### src/rtl/core/ring_queue_with_reserve_stack_assert.svh
// ----------------------------------------------------------------------------
// Ring queue with reserve stack: assertion macros
// Shared macros for the concurrent checks of the block, clocked on clk_i.
// ----------------------------------------------------------------------------
`ifndef RING_QUEUE_WITH_RESERVE_STACK_ASSERT_SVH
`define RING_QUEUE_WITH_RESERVE_STACK_ASSERT_SVH

// Overlapping implication: the consequent holds in the same cycle.
`define RQRS_ASSERT_NOW(label, ante, cons) \
  label: assert property (@(posedge clk_i) disable iff (!rst_ni) (ante) |-> (cons)) \
    else $error("rqrs check failed");

// Non-overlapping implication: the consequent holds in the next cycle.
`define RQRS_ASSERT_NEXT(label, ante, cons) \
  label: assert property (@(posedge clk_i) disable iff (!rst_ni) (ante) |=> (cons)) \
    else $error("rqrs check failed");

`endif

### src/rtl/core/rqrs_pkg.sv
// ----------------------------------------------------------------------------
// Ring queue with reserve stack package
// Field widths, operation and status codes, and the structs between modules.
// ----------------------------------------------------------------------------
package rqrs_pkg;

  localparam int QUEUE_DEPTH_DEF = 8;
  localparam int STACK_DEPTH_DEF = 4;

  localparam int OP_W     = 3;
  localparam int TAG_W    = 8;
  localparam int NUM_W    = 16;
  localparam int ITEM_W   = TAG_W + NUM_W;
  localparam int STATUS_W = 3;
  localparam int QFILL_W  = 4;
  localparam int SFILL_W  = 3;

  // Operation codes of a request.
  typedef enum logic [OP_W-1:0] {
    OP_ENQUEUE = 3'd0,
    OP_DEQUEUE = 3'd1,
    OP_RESERVE = 3'd2,
    OP_POP     = 3'd3,
    OP_PEEK    = 3'd4
  } op_e;

  // Status codes of a result.
  typedef enum logic [STATUS_W-1:0] {
    ST_OK     = 3'd0,
    ST_QFULL  = 3'd1,
    ST_QEMPTY = 3'd2,
    ST_SFULL  = 3'd3,
    ST_SEMPTY = 3'd4
  } status_e;

  // Write strobes from the controller to the storage.
  typedef struct packed {
    logic q_we;
    logic s_we;
  } mem_ctl_t;

  // Result qualifiers for the cycle in which a result is shown.
  typedef struct packed {
    logic    done;
    logic    valid;
    logic    from_stack;
    status_e status;
  } res_t;

endpackage

### src/rtl/core/rqrs_store.sv
// ----------------------------------------------------------------------------
// Ring queue with reserve stack storage
// Queue and stack memories with registered reads, and the result item mux.
// ----------------------------------------------------------------------------
module rqrs_store #(
  parameter int QUEUE_DEPTH = rqrs_pkg::QUEUE_DEPTH_DEF,
  parameter int STACK_DEPTH = rqrs_pkg::STACK_DEPTH_DEF,
  parameter int QAW = $clog2(QUEUE_DEPTH),
  parameter int SAW = (STACK_DEPTH > 1) ? $clog2(STACK_DEPTH) : 1
) (
  input  logic                         clk_i,
  input  rqrs_pkg::mem_ctl_t           ctl_i,
  input  rqrs_pkg::res_t               res_i,
  input  logic [QAW-1:0]               q_waddr_i,
  input  logic [QAW-1:0]               q_raddr_i,
  input  logic [rqrs_pkg::ITEM_W-1:0]  q_wdata_i,
  input  logic [SAW-1:0]               s_addr_i,
  output logic [rqrs_pkg::ITEM_W-1:0]  item_o
);
  import rqrs_pkg::*;

  logic [ITEM_W-1:0] queue_mem [QUEUE_DEPTH];
  logic [ITEM_W-1:0] stack_mem [STACK_DEPTH];
  logic [ITEM_W-1:0] q_rdata_q;
  logic [ITEM_W-1:0] s_rdata_q;

  // Queue memory: one write port at the tail, one registered read at the head.
  always_ff @(posedge clk_i) begin
    if (ctl_i.q_we) begin
      queue_mem[q_waddr_i] <= q_wdata_i;
    end
    q_rdata_q <= queue_mem[q_raddr_i];
  end

  // Stack memory: a reserve writes back the queue head read in the cycle before.
  always_ff @(posedge clk_i) begin
    if (ctl_i.s_we) begin
      stack_mem[s_addr_i] <= q_rdata_q;
    end
    s_rdata_q <= stack_mem[s_addr_i];
  end

  // The item is zero whenever the result carries none.
  always_comb begin
    if (!res_i.valid) begin
      item_o = '0;
    end else if (res_i.from_stack) begin
      item_o = s_rdata_q;
    end else begin
      item_o = q_rdata_q;
    end
  end

endmodule

### src/rtl/core/rqrs_ctrl.sv
// ----------------------------------------------------------------------------
// Ring queue with reserve stack controller
// Decodes requests, keeps pointers and fill counts, and drives the memories.
// ----------------------------------------------------------------------------
module rqrs_ctrl #(
  parameter int QUEUE_DEPTH = rqrs_pkg::QUEUE_DEPTH_DEF,
  parameter int STACK_DEPTH = rqrs_pkg::STACK_DEPTH_DEF,
  parameter int QAW = $clog2(QUEUE_DEPTH),
  parameter int SAW = (STACK_DEPTH > 1) ? $clog2(STACK_DEPTH) : 1,
  parameter int QCW = $clog2(QUEUE_DEPTH + 1),
  parameter int SCW = $clog2(STACK_DEPTH + 1)
) (
  input  logic                       clk_i,
  input  logic                       rst_ni,
  input  logic                       start_i,
  input  logic [rqrs_pkg::OP_W-1:0]  operation_i,
  output logic                       busy_o,
  output rqrs_pkg::mem_ctl_t         ctl_o,
  output rqrs_pkg::res_t             res_o,
  output logic [QAW-1:0]             q_waddr_o,
  output logic [QAW-1:0]             q_raddr_o,
  output logic [SAW-1:0]             s_addr_o,
  output logic [QCW-1:0]             q_count_o,
  output logic [SCW-1:0]             s_count_o
);
  import rqrs_pkg::*;

  logic [QAW-1:0] q_head_q, q_head_d, q_head_inc;
  logic [QAW-1:0] q_tail_q, q_tail_d, q_tail_inc;
  logic [QCW-1:0] q_count_q, q_count_d;
  logic [SCW-1:0] s_count_q, s_count_d;
  logic           wb_q, wb_d;
  res_t           res_q, res_d;
  logic           accept;
  logic           enq_ok;
  logic           q_empty, q_full, s_empty, s_full;

  assign accept  = start_i && !wb_q;
  assign q_empty = (q_count_q == '0);
  assign q_full  = (q_count_q == QCW'(QUEUE_DEPTH));
  assign s_empty = (s_count_q == '0);
  assign s_full  = (s_count_q == SCW'(STACK_DEPTH));

  // Ring pointers wrap at the queue depth.
  assign q_head_inc = (q_head_q == QAW'(QUEUE_DEPTH - 1)) ? '0 : q_head_q + 1'b1;
  assign q_tail_inc = (q_tail_q == QAW'(QUEUE_DEPTH - 1)) ? '0 : q_tail_q + 1'b1;

  // Next state for the request on the inputs; taken only when it is accepted.
  always_comb begin
    q_head_d  = q_head_q;
    q_tail_d  = q_tail_q;
    q_count_d = q_count_q;
    s_count_d = s_count_q;
    wb_d      = 1'b0;
    enq_ok    = 1'b0;
    res_d     = '{done: 1'b1, valid: 1'b0, from_stack: 1'b0, status: ST_OK};
    case (operation_i)
      OP_ENQUEUE: begin
        if (q_full) begin
          res_d.status = ST_QFULL;
        end else begin
          enq_ok    = 1'b1;
          q_tail_d  = q_tail_inc;
          q_count_d = q_count_q + 1'b1;
        end
      end
      OP_DEQUEUE: begin
        if (q_empty) begin
          res_d.status = ST_QEMPTY;
        end else begin
          res_d.valid = 1'b1;
          q_head_d    = q_head_inc;
          q_count_d   = q_count_q - 1'b1;
        end
      end
      OP_RESERVE: begin
        if (q_empty) begin
          res_d.status = ST_QEMPTY;
        end else if (s_full) begin
          res_d.status = ST_SFULL;
        end else begin
          res_d.valid = 1'b1;
          q_head_d    = q_head_inc;
          q_count_d   = q_count_q - 1'b1;
          s_count_d   = s_count_q + 1'b1;
          wb_d        = 1'b1;
        end
      end
      OP_POP: begin
        if (s_empty) begin
          res_d.status = ST_SEMPTY;
        end else begin
          res_d.valid      = 1'b1;
          res_d.from_stack = 1'b1;
          s_count_d        = s_count_q - 1'b1;
        end
      end
      OP_PEEK: begin
        if (s_empty) begin
          res_d.status = ST_SEMPTY;
        end else begin
          res_d.valid      = 1'b1;
          res_d.from_stack = 1'b1;
        end
      end
      default: begin
        // Unknown operations leave everything unchanged and report ok.
      end
    endcase
  end

  // Pointers, counts and the result qualifiers; the qualifiers clear when nothing is accepted.
  always_ff @(posedge clk_i or negedge rst_ni) begin
    if (!rst_ni) begin
      q_head_q  <= '0;
      q_tail_q  <= '0;
      q_count_q <= '0;
      s_count_q <= '0;
      wb_q      <= 1'b0;
      res_q     <= '{done: 1'b0, valid: 1'b0, from_stack: 1'b0, status: ST_OK};
    end else begin
      wb_q <= accept && wb_d;
      if (accept) begin
        q_head_q  <= q_head_d;
        q_tail_q  <= q_tail_d;
        q_count_q <= q_count_d;
        s_count_q <= s_count_d;
        res_q     <= res_d;
      end else begin
        res_q     <= '{done: 1'b0, valid: 1'b0, from_stack: 1'b0, status: ST_OK};
      end
    end
  end

  // The stack top serves reads before a request and the reserve write-back after.
  assign s_addr_o   = SAW'(s_count_q - 1'b1);
  assign q_waddr_o  = q_tail_q;
  assign q_raddr_o  = q_head_q;
  assign ctl_o.q_we = accept && enq_ok;
  assign ctl_o.s_we = wb_q;
  assign busy_o     = wb_q;
  assign res_o      = res_q;
  assign q_count_o  = q_count_q;
  assign s_count_o  = s_count_q;

endmodule

### src/rtl/core/ring_queue_with_reserve_stack.sv
// ----------------------------------------------------------------------------
// Ring queue with reserve stack
// Circular queue of tagged items with a small reserve stack fed from its head.
// ----------------------------------------------------------------------------
// A request (operation_i, item_tag_i, item_number_i) is taken at a rising edge
// with start_i high and busy_o low. Exactly one result follows in the next
// cycle: done_o is high for that one cycle, together with out_tag_o,
// out_number_o, out_valid_o, status_o and the fill counts after the request.
// Enqueue, dequeue, pop, peek and failed requests can be issued back to back.
// After a successful reserve, the queue head comes out of the queue memory's
// registered read port, and busy_o stays high for the cycle in which it is
// written back into the stack memory, so no request is taken in that cycle.
// Reset clears both pointers and both counts; the memory contents are not
// cleared and no clearing pass runs, since entries are only read once written.
// The receiver cannot stall: each result is valid only during its done_o cycle.
// ----------------------------------------------------------------------------
module ring_queue_with_reserve_stack #(
  parameter int QUEUE_DEPTH = rqrs_pkg::QUEUE_DEPTH_DEF,
  parameter int STACK_DEPTH = rqrs_pkg::STACK_DEPTH_DEF
) (
  input  logic                           clk_i,
  input  logic                           rst_ni,
  input  logic                           start_i,
  output logic                           busy_o,
  input  logic [rqrs_pkg::OP_W-1:0]      operation_i,
  input  logic [rqrs_pkg::TAG_W-1:0]     item_tag_i,
  input  logic [rqrs_pkg::NUM_W-1:0]     item_number_i,
  output logic                           done_o,
  output logic [rqrs_pkg::TAG_W-1:0]     out_tag_o,
  output logic [rqrs_pkg::NUM_W-1:0]     out_number_o,
  output logic                           out_valid_o,
  output logic [rqrs_pkg::STATUS_W-1:0]  status_o,
  output logic [rqrs_pkg::QFILL_W-1:0]   queue_fill_o,
  output logic [rqrs_pkg::SFILL_W-1:0]   stack_fill_o
);
  import rqrs_pkg::*;

  localparam int QAW = $clog2(QUEUE_DEPTH);
  localparam int SAW = (STACK_DEPTH > 1) ? $clog2(STACK_DEPTH) : 1;
  localparam int QCW = $clog2(QUEUE_DEPTH + 1);
  localparam int SCW = $clog2(STACK_DEPTH + 1);

  mem_ctl_t          ctl;
  res_t              res;
  logic [QAW-1:0]    q_waddr, q_raddr;
  logic [SAW-1:0]    s_addr;
  logic [QCW-1:0]    q_count;
  logic [SCW-1:0]    s_count;
  logic [ITEM_W-1:0] item;

  // Request decode, pointers and counts.
  rqrs_ctrl #(
    .QUEUE_DEPTH(QUEUE_DEPTH),
    .STACK_DEPTH(STACK_DEPTH),
    .QAW(QAW),
    .SAW(SAW),
    .QCW(QCW),
    .SCW(SCW)
  ) u_ctrl (
    .clk_i      (clk_i),
    .rst_ni     (rst_ni),
    .start_i    (start_i),
    .operation_i(operation_i),
    .busy_o     (busy_o),
    .ctl_o      (ctl),
    .res_o      (res),
    .q_waddr_o  (q_waddr),
    .q_raddr_o  (q_raddr),
    .s_addr_o   (s_addr),
    .q_count_o  (q_count),
    .s_count_o  (s_count)
  );

  // Queue and stack memories.
  rqrs_store #(
    .QUEUE_DEPTH(QUEUE_DEPTH),
    .STACK_DEPTH(STACK_DEPTH),
    .QAW(QAW),
    .SAW(SAW)
  ) u_store (
    .clk_i    (clk_i),
    .ctl_i    (ctl),
    .res_i    (res),
    .q_waddr_i(q_waddr),
    .q_raddr_i(q_raddr),
    .q_wdata_i({item_tag_i, item_number_i}),
    .s_addr_i (s_addr),
    .item_o   (item)
  );

  // Result ports.
  assign done_o       = res.done;
  assign out_valid_o  = res.valid;
  assign status_o     = res.status;
  assign out_tag_o    = item[ITEM_W-1:NUM_W];
  assign out_number_o = item[NUM_W-1:0];
  assign queue_fill_o = QFILL_W'(q_count);
  assign stack_fill_o = SFILL_W'(s_count);

  // Checks.
`include "ring_queue_with_reserve_stack_assert.svh"
  `RQRS_ASSERT_NEXT(a_result_follows, start_i && !busy_o, done_o)
  `RQRS_ASSERT_NOW(a_item_means_ok, out_valid_o, done_o && (status_o == ST_OK))
  `RQRS_ASSERT_NOW(a_writeback_in_result, busy_o, done_o && out_valid_o)

endmodule
### config.mk
export PLATFORM = sky130hd
export DESIGN_NAME = ring_queue_with_reserve_stack
export DESIGN_NICKNAME = d
export VERILOG_FILES = /design/src/rtl/core/rqrs_pkg.sv /design/src/rtl/core/rqrs_store.sv /design/src/rtl/core/rqrs_ctrl.sv /design/src/rtl/core/ring_queue_with_reserve_stack.sv
export VERILOG_INCLUDE_DIRS = /design/src /design/src/rtl/core
export SDC_FILE = /design/constraint.sdc
export NUM_CORES = 1
export LEC_CHECK = 0
export BUFFER_PORTS_ARGS = -buffer_cell sky130_fd_sc_hd__buf_2
export CAP_MARGIN = 20
export CELL_PAD_IN_SITES_DETAIL_PLACEMENT = 0
export CELL_PAD_IN_SITES_GLOBAL_PLACEMENT = 2
export CORE_MARGIN = 1
export CORE_UTILIZATION = 45
export CTS_CLUSTER_SIZE = 25
export DETAILED_ROUTE_END_ITERATION = 6
export PLACE_DENSITY = 0.77
export SYNTH_ARGS = -nofsm -noshare
export SYNTH_HDL_FRONTEND = slang
export SYNTH_SLANG_ARGS = --single-unit
### constraint.sdc
create_clock -name clk_i -period 4 [get_ports clk_i]
set_input_delay 0.8 -clock clk_i [delete_from_list [all_inputs] [get_ports clk_i]]
set_output_delay 0.8 -clock clk_i [all_outputs]
set_load 0.01 [all_outputs]
# Word level (Yosys, flattened, before mapping)
# Memory sizes are Yosys's and may differ from the RTL's. A register that Yosys moved wholly into a read port is not among the register bits.
# Index checks and enable logic that the tools add are counted.
# op_classes
n_shift,0
multipliers,0
n_eq_ne,13
muxes,37
n_lt_le_gt_ge,0
div_mod_pow,0
n_reduce_logical,15
n_addsub,6
bitwise_logic,1
# ops
op,n
two-way mux 24 bit,2
two-way mux 3 bit,10
two-way mux 4 bit,4
"== test 3 bit, second input constant",4
two-way mux 1 bit,12
one-hot mux 3 bit (2 select lines),2
one-hot mux 3 bit (4 select lines),1
one-hot mux 4 bit (3 select lines),1
"inequality test 2 bit, second input constant",5
AND reduction 5 bit,2
"adder 3 x 1 -> 3 bit, second input constant",3
"== test 3 x 2 -> 1 bit, second input constant",2
zero test 3 bit,2
two-way mux 2 bit,3
two-way mux 6 bit,1
AND reduction 6 bit,1
"adder 4 x 1 -> 4 bit, second input constant",1
"== test 4 bit, second input constant",1
zero test 4 bit,1
nonzero test 2 bit,2
"subtractor 4 x 1 -> 4 bit, second input constant",1
"== test 3 x 1 -> 1 bit, second input constant",1
logical AND 1 bit,3
one-hot mux 1 bit (3 select lines),1
other kinds (6),6
# word_totals
word_cells,83
romBits,0
output_inout_bits,37
latch_bits,0
mem_bits_rw,288
memories,2
inputBits,30
reg_bits,20
# memory_table
name,words,word_bits,rd,rd_clocked_by_memory_dff,write_ports,line_no,rtl
u_store.queue_mem,8,24,1,1,1,rqrs_store.sv:22,logic [ITEM_W-1:0] queue_mem [QUEUE_DEPTH];
u_store.stack_mem,4,24,1,1,1,rqrs_store.sv:23,logic [ITEM_W-1:0] stack_mem [STACK_DEPTH];

# Longest topological paths before layout
# logic_depth
ltp_word,6
ltp_mapped,9
mapped_depth_nobuf,8

# Hierarchy
# A second synthesis with hierarchy kept.
# unflattened
cells_unflattened,625
area_unflattened_um2,13291.5
# modules_own_cells
module,cells_per_inst,area_per_inst_um2,seq_area_each_um2,instances
rqrs_store,522,12147.9,9609.2,1
rqrs_ctrl,103,1143.6,500.5,1

# Worst setup path after synthesis
# Ideal clock, no wire load.
# synth_timing
path_type,in2reg
startpoint,in operation_i[2] (netlist name)
endpoint,mem u_store.queue_mem[0][0] (netlist name) (enable)
path_buffers,1
path_slack_ps,-182
required_time_ps,3534
arrival_ps,3716
cell_stages,4
setup_time_ps,466
path_cell_list,buf_2 > nor3b_2 > nand3_2 > nor4_1
# synth_between
elab_chain_cells,5
# synth_lines
element,line_no,rtl
from (decl),ring_queue_with_reserve_stack.sv:25,"input logic [rqrs_pkg::OP_W-1:0] operation_i,"
zero test 3 bit,rqrs_ctrl.sv:57,case (operation_i)
two-way mux 1 bit,rqrs_ctrl.sv:57,
logical AND 1 bit,rqrs_ctrl.sv:139,assign ctl_o.q_we = accept && enq_ok;
two-way mux 1 bit,rqrs_store.sv:29,if (ctl_i.q_we) begin
two-way mux 1 bit (implied by the code),rqrs_store.sv:30,queue_mem[q_waddr_i] <= q_wdata_i;
to (decl),rqrs_store.sv:22,
# No other way between the ends.

# Final worst setup path
# layout_timing
startpoint,reg u_ctrl.res_q (netlist bit u_ctrl.res_o[3])
endpoint,out out_tag_o[1] (netlist name)
# layout_between
elab_chain_cells,2
# layout_lines
element,line_no,rtl
from (decl),rqrs_ctrl.sv:33,"res_t res_q, res_d;"
from (signal assigned),rqrs_ctrl.sv:120,"res_q <= '{done: 1'b0, valid: 1'b0, from_stack: 1'b0, status: ST_OK};"
from (signal assigned),rqrs_ctrl.sv:128,res_q <= res_d;
from (signal assigned),rqrs_ctrl.sv:130,"res_q <= '{done: 1'b0, valid: 1'b0, from_stack: 1'b0, status: ST_OK};"
two-way mux 24 bit,rqrs_store.sv:47,end else if (res_i.from_stack) begin
two-way mux 24 bit,rqrs_store.sv:45,if (!res_i.valid) begin
to (decl),ring_queue_with_reserve_stack.sv:29,"output logic [rqrs_pkg::TAG_W-1:0] out_tag_o,"
# No other way between the ends.

==> impl_metrics.env <==
export IMPL_status="finished clean"
export IMPL_route_detailed_drc=0
export IMPL_grt_use_met3_pct=2.80
export IMPL_met1_usage_pct=21.9
export IMPL_irDropWorstVdd_uv=387
export IMPL_maxCapViolCount=0
export IMPL_p_total_mw=10.9
export IMPL_crit_required_ps=3200
export IMPL_vias=5963
export IMPL_fill_cells=2216
export IMPL_finalHoldViolCount=0
export IMPL_clockRootBuffer="clkbuf_16"
export IMPL_fin_setup_tns_ps=0
export IMPL_yosysWarningCount=0
export IMPL_setup_viol=0
export IMPL_use_met2_pct=26.5
export IMPL_syn_nets=673
export IMPL_multi_input_area_sq_mm=0.00309
export IMPL_cts_sinks=356
export IMPL_syn2layout_area_growth_pct=16.3
export IMPL_hold_class="input port to async pin"
export IMPL_die_w_um=174
export IMPL_crit_type="flip-flop to output pin"
export IMPL_port_buffers=66
export IMPL_slew_violations=0
export IMPL_skew_ps=20.6
export IMPL_dp_hpwl_mm=13.9
export IMPL_die_h_um=174
export IMPL_period_minus_slack_ps=2590
export IMPL_pin_count=67
export IMPL_drive_gt1_share_pct=36.2
export IMPL_globalRoute_busiestLayer="met2"
export IMPL_cts_buffers=37
export IMPL_htree_levels=2
export IMPL_drt_first_pass_iters=4
export IMPL_drt_vias_per_instance=5.24
export IMPL_clk_latency_ps=520
export IMPL_grt_max_degree=52
export IMPL_gp_congestion=0.785
export IMPL_ys_ff_latch=356
export IMPL_clockBufferDepth=3
export IMPL_cp_max_fo=24
export IMPL_relSlewSlack_pct=28.6
export IMPL_grtUsageTotal_pct=16.1
export IMPL_startpoint_type="flip-flop"
export IMPL_clk_pin_slew_ps=60
export IMPL_regArea_sq_mm=0.0101
export IMPL_core_area_sq_mm=0.0289
export IMPL_rsz0062_at_grt="no"
export IMPL_drt_iter0_drc=453
export IMPL_grt_pass1_vias=6300
export IMPL_preCtsSetupSlack_ps=1160
export IMPL_cts_resized=0
export IMPL_arrival_ps=1790
export IMPL_synth_area_sq_mm=0.0133
export IMPL_initial_core_util_pct=46.0
export IMPL_grt_ovfl_total=0
export IMPL_rows=62
export IMPL_max_clock_freq_ghz=0.386
export IMPL_finalCritPeriodShare_pct=64.7
export IMPL_dieArea_sq_mm=0.0303
export IMPL_tightest_slew_ps=1070
export IMPL_wl_per_cell_um=20.7
export IMPL_ys_seq_area_share_pct=75.9
export IMPL_ctsHoldBuffers=0
export IMPL_cts_tree="done"
export IMPL_p_per_area_mw_per_mm2=702
export IMPL_final_util_pct=53.5
export IMPL_grt_pass1_wl_mm=37.0
export IMPL_nets=766
export IMPL_setup_ws_ps=1410
export IMPL_ant_nets=0
export IMPL_synth_area_per_cell_sq_um=21.1
export IMPL_drt_total_wl_mm=23.5
export IMPL_cp_end_kind="output pin"
export IMPL_post_cts_setup_buffer_count=0
export IMPL_syn_inst=630
export IMPL_yosys_cell_types_count=38
export IMPL_p_leak_nw=5.27
export IMPL_antenna_found_initial=2
[cells in the final DEF (no fill, tap or decap), types with 4 or more instances in the layout]
cell type  count
a21oi_1        6
and2_1         4
buf_2         66
buf_4         18
bufinv_16      8
clkbuf_16     37
clkinv_2       8
dfrtp_1       17
dfxtp_1       48
edfxtp_1     288
ha_1          12
mux2_2        30
mux2i_1       24
mux4_2        72
nand2_1       13
nand2b_1       4
nor2_1         7
nor2b_1       26
nor3_1         5
nor3_2         4
xnor2_1        7
[cell type report]
type / count / area share (%)
Tap cell: 384 / 3.10
Sequential cell: 356 / 65.3
Multi-Input combinational cell: 240 / 20.0
Timing Repair Buffer: 85 / 3.13
Inverter: 3 / 0.0727
Clock inverter: 25 / 2.20
Clock buffer: 42 / 6.23
Antenna cell: 2 / 0.0323
[layer usage]
metal  vias up  wire, um
li1       2704         -
met1      3109     10400
met2       111     11900
met3        39       775
met4         0       494
met5         -         0
[flip-flops by register name, indices dropped and copies added (netlist names)]
name	flops
u_store.s_rdata_q	24
u_ctrl.q_waddr_o	3
u_store.stack_mem	96
u_ctrl.res_o	6
u_ctrl.q_raddr_o	3
u_ctrl.s_count_o	3
u_store.queue_mem	192
u_ctrl.busy_o	1
u_ctrl.q_count_o	4
u_store.q_rdata_q	24
[power by group]
| group | switching (mW) | internal (mW) | leakage, nW |
|---|---|---|---|
| Combinational | 1.01 | 1.21 | 1.39 |
| Clock | 1.37 | 2.26 | 0.641 |
| Sequential | 0.455 | 4.57 | 3.24 |
[final timing paths]
check,endpoint,depth (start not counted),from,slack (ps)
max,out_tag_o[1],4,u_ctrl.res_o[3]$_DFF_PN0_,1410
min,u_ctrl.q_count_o[3]$_DFFE_PN0P_,1,rst_ni,250
max reg2reg,u_ctrl.q_count_o[1]$_DFFE_PN0P_,7,u_ctrl.s_count_o[0]$_DFFE_PN0P_,1560
min reg2reg,u_store.stack_mem[2][8]$_DFFE_PP_,0,u_store.q_rdata_q[8]$_DFF_P_,520
max in group asynchronous,u_ctrl.q_raddr_o[1]$_DFFE_PN0P_,1,rst_ni,3400
min in group clk_i,u_store.stack_mem[2][8]$_DFFE_PP_,0,u_store.q_rdata_q[8]$_DFF_P_,520
[cell families after synthesis]
group / synth area share (%)
mux: 16.6
xor+xnor: 0.526
buf+inv: 1.19
flops: 75.9
fa+ha+maj: 1.28
compound gates: 0.695
simple gates: 3.77
[synthesized netlist by cell type, drive strengths merged]
cell	n	area, sq um
nor4	4	40.0
clkbuf	13	48.8
or4b	1	13.8
edfxtp	288	8650
buf	18	98.8
inv	3	11.3
dfrtp	20	500
a2111oi	1	27.5
mux2	31	353
o21ai	2	10.0
and2	4	25.0
nor2	10	37.5
fa	1	20.0
nand2b	5	33.8
a21o	2	16.3
nor3b	1	12.5
nor2b	26	163
nand2	13	48.8
a21oi	6	30.0
dfxtp	48	961
ha	12	150
or2	1	6.26
xor2	1	8.76
mux2i	24	240
a2bb2oi	1	8.76
nand3	1	10.0
xnor2	7	61.3
or4	1	11.3
mux4	72	1620
nor3	12	93.8
nand4	1	6.26
[per-stage QoR]
step	cell area [sq um]	instances	hold slack [ps]
2_1_floorplan	13300	630	459
3_3_place_gp	14200	1067	491
3_5_place_dp	14200	1068	517
4_1_cts	15500	1135	250
5_1_grt	15500	1137	275
6_report	15500	1137	247
[worst max-delay path: stages, from the launching register on]
cell and delay [ps]:
dfrtp_1 330, buf_4 390, mux2i_1 340, nor2b_1 80, buf_2 140
(Power assumes the default switching activity.)
